## src/sv/dd_pkg.sv

```systemverilog
// ----------------------------------------------------------------------------
// dd_pkg: shared types and constants for the detection decode / NMS block
// Payload structs, register indexes and the controller-datapath link.
// ----------------------------------------------------------------------------
package dd_pkg;

  localparam int MaxDets    = 64;
  localparam int IdxW       = $clog2(MaxDets);
  localparam int CntW       = $clog2(MaxDets + 1);
  localparam int CoordW     = 13;
  localparam int ScoreW     = 16;
  localparam int FracShift  = 17;
  localparam int CornerW    = 19;
  localparam int ProdW      = 36;
  localparam int ClampW     = CoordW + FracShift;
  localparam int NumCorners = 4;
  localparam int BoxW       = 4 * CoordW;
  localparam int ClassW     = 2;
  localparam int CfgIdxW    = 3;
  localparam int CfgDataW   = 16;

  // confidence_threshold reset is Q0.16 0.25, overlap 0.45, pad_y 70 px
  localparam logic [15:0] ConfThrRst = 16'd16384;
  localparam logic [15:0] OvlThrRst  = 16'd29491;
  localparam logic [15:0] PadXRst    = 16'd0;
  localparam logic [15:0] PadYRst    = 16'd1120;
  localparam logic [15:0] InvScRst   = 16'd12288;
  localparam logic [12:0] ImgWRst    = 13'd1920;
  localparam logic [12:0] ImgHRst    = 13'd1080;

  typedef enum logic [CfgIdxW-1:0] {
    CFG_CONF_THR  = 3'd0,
    CFG_OVL_THR   = 3'd1,
    CFG_PAD_X     = 3'd2,
    CFG_PAD_Y     = 3'd3,
    CFG_INV_SCALE = 3'd4,
    CFG_IMG_W     = 3'd5,
    CFG_IMG_H     = 3'd6
  } cfg_idx_e;

  typedef struct packed {
    logic [15:0] center_x;
    logic [15:0] center_y;
    logic [15:0] box_w;
    logic [15:0] box_h;
    logic [15:0] score_a;
    logic [15:0] score_b;
    logic [15:0] score_c;
    logic        frame_end;
  } dd_in_t;

  typedef struct packed {
    logic [CoordW-1:0] left;
    logic [CoordW-1:0] top;
    logic [CoordW-1:0] width;
    logic [CoordW-1:0] height;
    logic [ClassW-1:0] label;
    logic [ScoreW-1:0] confidence;
    logic              last_box;
    logic              no_box;
    logic              overflow;
  } dd_out_t;

  typedef struct packed {
    logic accept;
    logic dec_step;
    logic store;
    logic clr_i;
    logic i_inc;
    logic sc_rd_i;
    logic sc_rd_j;
    logic sc_rd_ord;
    logic ord_rd_i;
    logic ord_rd_j;
    logic box_rd;
    logic srt_ldi;
    logic srt_cmp;
    logic srt_wr;
    logic nms_lda;
    logic nms_s1;
    logic nms_s2;
    logic nms_s3;
    logic nms_s4;
    logic nms_s5;
    logic out_load;
    logic nobox_load;
    logic finish;
  } dd_cmd_t;

  typedef struct packed {
    logic store_ok;
    logic in_frame_end;
    logic frame_end;
    logic dec_last;
    logic i_end;
    logic j_end;
    logic j_last;
    logic keep_i;
    logic emitted;
    logic out_free;
  } dd_sts_t;

endpackage

```

## src/sv/dd_ctrl.sv

```systemverilog
// ----------------------------------------------------------------------------
// dd_ctrl: frame sequencer
// Steps the datapath through decode, rank sort, NMS and result emission.
// ----------------------------------------------------------------------------
module dd_ctrl (
  input  logic            clk_i,
  input  logic            rst_ni,
  input  logic            in_valid_i,
  output logic            in_ready_o,
  input  dd_pkg::dd_sts_t sts_i,
  output dd_pkg::dd_cmd_t cmd_o
);
  import dd_pkg::*;

  typedef enum logic [22:0] {
    ST_IDLE  = 23'd1 << 0,
    ST_DEC   = 23'd1 << 1,
    ST_STORE = 23'd1 << 2,
    ST_SRI   = 23'd1 << 3,
    ST_SLI   = 23'd1 << 4,
    ST_SRJ   = 23'd1 << 5,
    ST_SCJ   = 23'd1 << 6,
    ST_SWR   = 23'd1 << 7,
    ST_NI    = 23'd1 << 8,
    ST_NIA   = 23'd1 << 9,
    ST_NIB   = 23'd1 << 10,
    ST_NJ    = 23'd1 << 11,
    ST_NJA   = 23'd1 << 12,
    ST_NJB   = 23'd1 << 13,
    ST_NJC   = 23'd1 << 14,
    ST_NJD   = 23'd1 << 15,
    ST_NJE   = 23'd1 << 16,
    ST_NJF   = 23'd1 << 17,
    ST_OI    = 23'd1 << 18,
    ST_OA    = 23'd1 << 19,
    ST_OB    = 23'd1 << 20,
    ST_ONB   = 23'd1 << 21,
    ST_FIN   = 23'd1 << 22
  } state_e;

  state_e state_q, state_d;

  assign in_ready_o = (state_q == ST_IDLE);

  always_comb begin
    state_d = state_q;
    cmd_o   = '0;
    unique case (state_q)
      ST_IDLE: begin
        if (in_valid_i) begin
          cmd_o.accept = 1'b1;
          if (sts_i.store_ok) begin
            state_d = ST_DEC;
          end else if (sts_i.in_frame_end) begin
            cmd_o.clr_i = 1'b1;
            state_d     = ST_SRI;
          end
        end
      end
      ST_DEC: begin
        cmd_o.dec_step = 1'b1;
        if (sts_i.dec_last) state_d = ST_STORE;
      end
      ST_STORE: begin
        cmd_o.store = 1'b1;
        if (sts_i.frame_end) begin
          cmd_o.clr_i = 1'b1;
          state_d     = ST_SRI;
        end else begin
          state_d = ST_IDLE;
        end
      end
      // rank sort: position of box i is the count of boxes ahead of it
      ST_SRI: begin
        if (sts_i.i_end) begin
          cmd_o.clr_i = 1'b1;
          state_d     = ST_NI;
        end else begin
          cmd_o.sc_rd_i = 1'b1;
          state_d       = ST_SLI;
        end
      end
      ST_SLI: begin
        cmd_o.srt_ldi = 1'b1;
        state_d       = ST_SRJ;
      end
      ST_SRJ: begin
        cmd_o.sc_rd_j = 1'b1;
        state_d       = ST_SCJ;
      end
      ST_SCJ: begin
        cmd_o.srt_cmp = 1'b1;
        state_d       = sts_i.j_last ? ST_SWR : ST_SRJ;
      end
      ST_SWR: begin
        cmd_o.srt_wr = 1'b1;
        state_d      = ST_SRI;
      end
      ST_NI: begin
        if (sts_i.i_end) begin
          cmd_o.clr_i = 1'b1;
          state_d     = ST_OI;
        end else if (!sts_i.keep_i) begin
          cmd_o.i_inc = 1'b1;
        end else begin
          cmd_o.ord_rd_i = 1'b1;
          state_d        = ST_NIA;
        end
      end
      ST_NIA: begin
        cmd_o.box_rd = 1'b1;
        state_d      = ST_NIB;
      end
      ST_NIB: begin
        cmd_o.nms_lda = 1'b1;
        state_d       = ST_NJ;
      end
      ST_NJ: begin
        if (sts_i.j_end) begin
          cmd_o.i_inc = 1'b1;
          state_d     = ST_NI;
        end else begin
          cmd_o.ord_rd_j = 1'b1;
          state_d        = ST_NJA;
        end
      end
      ST_NJA: begin
        cmd_o.box_rd = 1'b1;
        state_d      = ST_NJB;
      end
      ST_NJB: begin
        cmd_o.nms_s1 = 1'b1;
        state_d      = ST_NJC;
      end
      ST_NJC: begin
        cmd_o.nms_s2 = 1'b1;
        state_d      = ST_NJD;
      end
      ST_NJD: begin
        cmd_o.nms_s3 = 1'b1;
        state_d      = ST_NJE;
      end
      ST_NJE: begin
        cmd_o.nms_s4 = 1'b1;
        state_d      = ST_NJF;
      end
      ST_NJF: begin
        cmd_o.nms_s5 = 1'b1;
        state_d      = ST_NJ;
      end
      ST_OI: begin
        if (sts_i.i_end) begin
          state_d = sts_i.emitted ? ST_FIN : ST_ONB;
        end else if (!sts_i.keep_i) begin
          cmd_o.i_inc = 1'b1;
        end else begin
          cmd_o.ord_rd_i = 1'b1;
          state_d        = ST_OA;
        end
      end
      ST_OA: begin
        cmd_o.box_rd    = 1'b1;
        cmd_o.sc_rd_ord = 1'b1;
        state_d         = ST_OB;
      end
      ST_OB: begin
        // hold until the output register frees up
        if (sts_i.out_free) begin
          cmd_o.out_load = 1'b1;
          cmd_o.i_inc    = 1'b1;
          state_d        = ST_OI;
        end
      end
      ST_ONB: begin
        if (sts_i.out_free) begin
          cmd_o.nobox_load = 1'b1;
          state_d          = ST_FIN;
        end
      end
      ST_FIN: begin
        cmd_o.finish = 1'b1;
        state_d      = ST_IDLE;
      end
      default: state_d = ST_IDLE;
    endcase
  end

  always_ff @(posedge clk_i or negedge rst_ni) begin
    if (!rst_ni) begin
      state_q <= ST_IDLE;
    end else begin
      state_q <= state_d;
    end
  end

endmodule

```

## config.mk

```make
export PLATFORM = sky130hd
export DESIGN_NAME = dd_ctrl
export DESIGN_NICKNAME = d
export VERILOG_FILES = /design/src/sv/dd_pkg.sv /design/src/sv/dd_ctrl.sv
export SDC_FILE = /design/constraint.sdc
export NUM_CORES = 1
export LEC_CHECK = 0
export ABC_AREA = 1
export BUFFER_PORTS_ARGS = -buffer_cell sky130_fd_sc_hd__buf_2
export CAP_MARGIN = 20
export CELL_PAD_IN_SITES_DETAIL_PLACEMENT = 1
export CELL_PAD_IN_SITES_GLOBAL_PLACEMENT = 1
export CORE_ASPECT_RATIO = 0.8
export CORE_MARGIN = 2
export CORE_UTILIZATION = 38
export CTS_CLUSTER_SIZE = 40
export DETAILED_ROUTE_END_ITERATION = 10
export GPL_TIMING_DRIVEN = 0
export PLACE_DENSITY_LB_ADDON = 0.1
export SLEW_MARGIN = 20
export SYNTH_ARGS = -nofsm -noshare
export SYNTH_HDL_FRONTEND = slang
export SYNTH_SLANG_ARGS = --single-unit
```

## constraint.sdc

```tcl
create_clock -name clk_i -period 2.09 [get_ports clk_i]
set_input_delay 0.418 -clock clk_i [delete_from_list [all_inputs] [get_ports clk_i]]
set_output_delay 0.418 -clock clk_i [all_outputs]
set_load 0.01 [all_outputs]
```

==> out/qor.txt, run 1 <==
Largest regs: state_q x23
GRT overflow: 0
Crit-path max FO: 5
Sequential element share of the synthesized area: 0.336
Die width: 79.2 um
Initial cell density of the core: 0.404
Critical Path Sink Type: primary output
Number of synthesized flops with an enable pin: 0
Non-Filler Instances: 423
FFs w/ async S/R, synth: 1.00
Cell mode on critical path: nand2_2
GP Congestion: 0.766
Post-synthesis cell type count: 28
Fmax: 0.430 GHz
Hold buffer count at cts: 0
Worst hold slack: 0.129 ns
DP Cell Count: 342
YS warnings: 0
Root Driver: clkbuf_8
Detailed Route WL: 9160 um
Tcrit/Tclk final: 1.11
Largest net degree at the start of global routing: 24
Most used DFF post-synth: dfrtp_1
N_diodes: 0
Largest register FFs: 23
Final Hold Violating Endpoints: 0
P_leak: 1.63 nW
CTS tree: done
Site Rows: 21
Sink Count: 23
Slowest CP cell: dfrtp_1
Initial antenna violation count: 1
Tot GR Track Use: 0.261
Setup tns final: -2.30 ns
RSZ-0062 raised after global routing: yes
VDD IR max: 0.000899 V
Clock Latency Late Sink: 0.28 ns
Synth Net Count: 262
CTS buffer count: 3
Max cap viols: 0
First-pass GRT wire length: 10000 um
Port Buf Inserts: 36
Endpoints failing setup: 22
Ranking of synthesized cells by area: dfrtp_1 (32%), nor2_1 (12%), inv_1 (9.4%)
Wirelength per Cell: 21.6 um
Dpl ws: -0.0247 ns
Outcome: finished, violations left
Nets: 380
Vias in the first global route: 2065
Hold/Removal Path Class: primary input to asynchronous set/reset pin
R2R Path End: state_q[21]
Pwr Total: 2.56 mW
Hpwl dp: 4050 um
CP Launch Point: state_q[16]
Share of the synthesized area in the top cell type: 0.320
Worst slew pin tran: 0.578 ns
Routed via count: 2318
Yosys reg bits: 23
Post-Syn Area: 1720 sq um
Top-count cell post-synth: nor2_1
Worst R2R Start: state_q[16]
Pwr/cell area: 876 nW/um^2
Worst setup slack after layout: -0.238 ns
Design area: 2930 sq um
R2R depth: 14
Max_slew headroom: 0.615
Post-DP Area: 1970 sq um
Clock transition at path regs: 0.09 ns
Fraction of layout cells with a size suffix above 1: 0.560
Largest stage delay on the critical path: 0.43 ns
Drt first pass iters: 4
Drt initial violations: 132
CORE AREA: 4260 sq um
Crit path time final: 2.33 ns
Final Max Tran Viols: 0
DRC violations left: 0
Cells along the critical path: nor2_2 -> nand2_2 -> inv_2 -> nand2_4 -> nor2_4 -> nand3_2 -> nand2_2 -> nand2_2 -> nand3b_1 -> buf_2
Violations in the final reports: negative setup slack
Final core utilization: 0.688
Setup CP Type: flip-flop to primary output
CP Launch Type: flip-flop
Antenna-violating nets left: 0
Die Area: 5080 sq um
Largest Register: state_q
Critical Path End: cmd_o[18]
Post-synth top cells: nor2_1 (55), inv_1 (43), nand2_1 (35)
Syn Inst Count: 249
FILL cells: 513
IO Count: 37
Critical Path AT: 1.91 ns
Clock Path Buffers: 2
Layout area overhead: 70.4%
Flop2flop setup slack: -0.03 ns
Die H: 64.1 um
Yosys top cell by area: dfrtp_1
Layout Skew: 0.0108 ns
CP required: 1.67 ns
Post-Syn Area per Cell: 6.90 sq um
Vias/cell: 5.48
H-Tree Depth: 1
-- kinds of logic (layout without fill, tap and decap cells) --
group                  Yosys count  in the layout  synth area share
AND/OR/NAND/NOR                163            163             0.500
AO/OA/AOI/OAI                   13             13            0.0473
buffers and inverters           50            167             0.117
flip-flops                      23             23             0.336
-- power by group --
group          internal (mW)  switching [mW]  leakage [nW]  total [mW]
logic                  0.733           0.998          1.29        1.73
registers              0.493          0.0451         0.316       0.538
clock network          0.137           0.160        0.0228       0.296
total                   1.36            1.20          1.63        2.56
-- layer usage --
metal | vias to the layer above | share of wire | GRT usage
met5 | - | 0 | 0
met4 | 0 | 0.039 | 0.0409
met3 | 35 | 0.060 | 0.0466
met2 | 101 | 0.50 | 0.457
met1 | 1165 | 0.40 | 0.343
li1 | 1017 | - | -
-- placed cells by master, fill, tap and decap left out, types with 2 or more instances in the layout --
cell type  instances
nor2_4            16
nand2_8            2
inv_1             37
nand3_4            5
nor3_2             2
o21ai_0            2
buf_12             2
inv_2              7
nand2_1           30
buf_4             71
nand4_1            9
nand3_2            7
nand2_2           13
clkbuf_8           3
dfrtp_1           22
nand2_4            6
o21ai_2            2
nand3_1           16
nor2_8             2
inv_4              4
buf_6             12
nor2_1            34
buf_2             30
a21oi_1            4
nor2_2            18
-- how the worst min path moves through the flow --
| stage | from | slack, ns | endpoint | cells past startpoint |
|---|---|---|---|---|
| 2_1_floorplan | rst_ni | 0.12 | state_q[10] | 0 |
| 3_3_place_gp | rst_ni | 0.45 | state_q[3] | 1 |
| 3_5_place_dp | rst_ni | 0.43 | state_q[3] | 1 |
| 4_1_cts | rst_ni | 0.14 | state_q[4] | 1 |
| 5_1_grt | rst_ni | 0.18 | state_q[3] | 1 |
| 6_report | rst_ni | 0.13 | state_q[19] | 1 |
-- worst max-delay path: cells and delay by family (launching register included) --
kind / cells / cell delay (ns)
buffers and inverters: 2 / 0.25
AND/OR/NAND/NOR: 8 / 0.94
flip-flops: 1 / 0.43
-- layout make-up --
type,instances,area (sq um),share of cell area
repair buffers,113,836,0.285
clock buffers,4,45.0,0.0154
multi-input cells,176,1190,0.405
inverters,48,190,0.0650
flip-flops and latches,23,577,0.197
plain buffers,2,22.5,0.00769
well taps,57,71.3,0.0244
-- timing repair --
action | in CTS | in global routing
resized for setup | 29 | 50
buffers inserted | 43 | 35
gates cloned | 0 | 0
hold endpoints to repair | 0 | 0
endpoints found under the setup margin | 20 | 24
pin swaps | 25 | 38
Power figures use the tool's default switching activity.
==> run 2: changes to the inputs <==
TNS_END_PERCENT = 20   (was not set)
==> out/qor.txt, run 2 (synthesized netlist as in run 1, its figures left out) <==
Outcome: finished, violations left
Violations in the final reports: negative setup slack
Endpoints failing setup: 19
Detailed Route WL: 7630 um
Largest Register: state_q
Die width: 79.2 um
Root Driver: clkbuf_8
Wirelength per Cell: 18.8 um
Vias/cell: 5.19
Critical Path Sink Type: primary output
CP Launch Type: flip-flop
Largest register FFs: 23
Largest regs: state_q x23
Sw Pwr: 1.07 mW
Tcrit/Tclk final: 1.10
N_diodes: 0
Pwr/cell area: 854 nW/um^2
Final Hold Violating Endpoints: 0
Drt initial violations: 96
Routed via count: 2100
CTS tree: done
P_leak: 1.53 nW
Vias in the first global route: 2124
Hold/Removal Path Class: primary input to asynchronous set/reset pin
Sw Share: 0.467
Crit-path max FO: 10
Sink Count: 23
Worst hold slack: 0.133 ns
Setup CP Type: flip-flop to primary output
Max cap viols: 0
Int Pwr: 1.23 mW
Hold buffer count at cts: 0
Crit path time final: 2.30 ns
Worst setup slack after layout: -0.205 ns
Initial antenna violation count: 0
Commonest non-fill, non-tap cell in the layout: buf_4
Largest net degree at the start of global routing: 24
Logic gate share of total power: 0.646
First-pass GRT wire length: 10400 um
Antenna-violating nets left: 0
Critical Path AT: 1.88 ns
Clock Path Buffers: 2
CTS buffer count: 3
Initial cell density of the core: 0.404
CORE AREA: 4260 sq um
Fraction of layout cells with a size suffix above 1: 0.509
CP required: 1.67 ns
Fmax: 0.436 GHz
Layout Skew: 0.00415 ns
Clock Latency Late Sink: 0.27 ns
Register share of total power: 0.230
VDD IR max: 0.000693 V
Final Max Tran Viols: 0
Site Rows: 21
Most frequent cells in the layout: buf_4 (56), nor2_1 (40), inv_1 (38), buf_2 (31), nand2_1 (29)
Die Area: 5080 sq um
GRT overflow: 0
RSZ-0062 raised after global routing: yes
Max_slew headroom: 0.625
Hpwl dp: 4050 um
GP Congestion: 0.766
Port Buf Inserts: 36
Worst slew pin tran: 0.562 ns
IO Count: 37
Drt first pass iters: 4
Clock transition at path regs: 0.08 ns
Layout area overhead: 56.9%
Clock Power Share: 0.125
Nets: 362
DRC violations left: 0
H-Tree Depth: 1
Dpl ws: -0.0247 ns
Die H: 64.1 um
Tot GR Track Use: 0.273
Setup tns final: -1.63 ns
-- run 2: changes by cell type in the layout (fill, tap and decap cells not counted), sizes merged --
cell | previous run | this run
buf | 115 | 97
-- run 2: power by group through the flow --
stage	combinational [mW]	clock (mW)	sequential [mW]
detailed placement	0.961	0	0.535
global placement	0.949	0	0.533
CTS	1.25	0.288	0.527
floorplan	0.745	0	0.525
global route	1.60	0.313	0.534
finish	1.49	0.287	0.528
-- run 2: layout make-up --
| cell class | instances | area (sq um) |
|---|---|---|
| fillers | 565 | 1560 |
| flip-flops and latches | 23 | 577 |
| plain buffers | 2 | 22.5 |
| clock buffers | 4 | 45.0 |
| repair buffers | 95 | 674 |
| well taps | 57 | 71.3 |
| inverters | 48 | 190 |
| multi-input cells | 176 | 1110 |
-- run 2: per-stage QoR --
stage / util / area (sq um) / instances / power, mW
after global placement: 0.463 / 1970 / 342 / 1.48
after detailed placement: 0.463 / 1970 / 342 / 1.50
after floorplan: - / 1720 / 249 / 1.27
after CTS: 0.578 / 2460 / 387 / 2.07
after global routing: 0.633 / 2700 / 405 / 2.44
final: 0.633 / 2700 / 405 / 2.30
-- run 2: metal layers --
layer	share of wire	wire, um	track usage
met4	0.031	239	0.0841
met2	0.51	3900	0.474
met3	0.056	427	0.0508
met5	0	0	0
met1	0.40	3060	0.346
-- run 2: repair_timing --
| item | CTS | global route |
|---|---|---|
| endpoints found under the setup margin | 20 | 24 |
| gates resized for setup | 31 | 29 |
| setup buffers | 41 | 18 |
| pin swaps | 24 | 24 |
-- run 2: worst paths after layout --
kind / cells after the start / slack [ns] / to / start
worst max-delay path: 6 / -0.21 / cmd_o[6] / state_q[2]
worst min-delay path: 1 / 0.13 / state_q[3] / rst_ni
worst max register to register: 13 / 0.07 / state_q[21] / state_q[9]
worst min register to register: 4 / 0.65 / state_q[0] / state_q[0]
max in group asynchronous: 1 / 1.58 / state_q[0] / rst_ni
min in group clk_i: 2 / 0.36 / state_q[5] / sts_i[3]
-- run 2: critical path, stage by stage, from the launching register on --
cell and delay [ns]:
dfrtp_1 0.40, nor2_2 0.18, nand2_2 0.14, nor2_4 0.32, nand3_2 0.20, nor2_1 0.19, buf_2 0.16
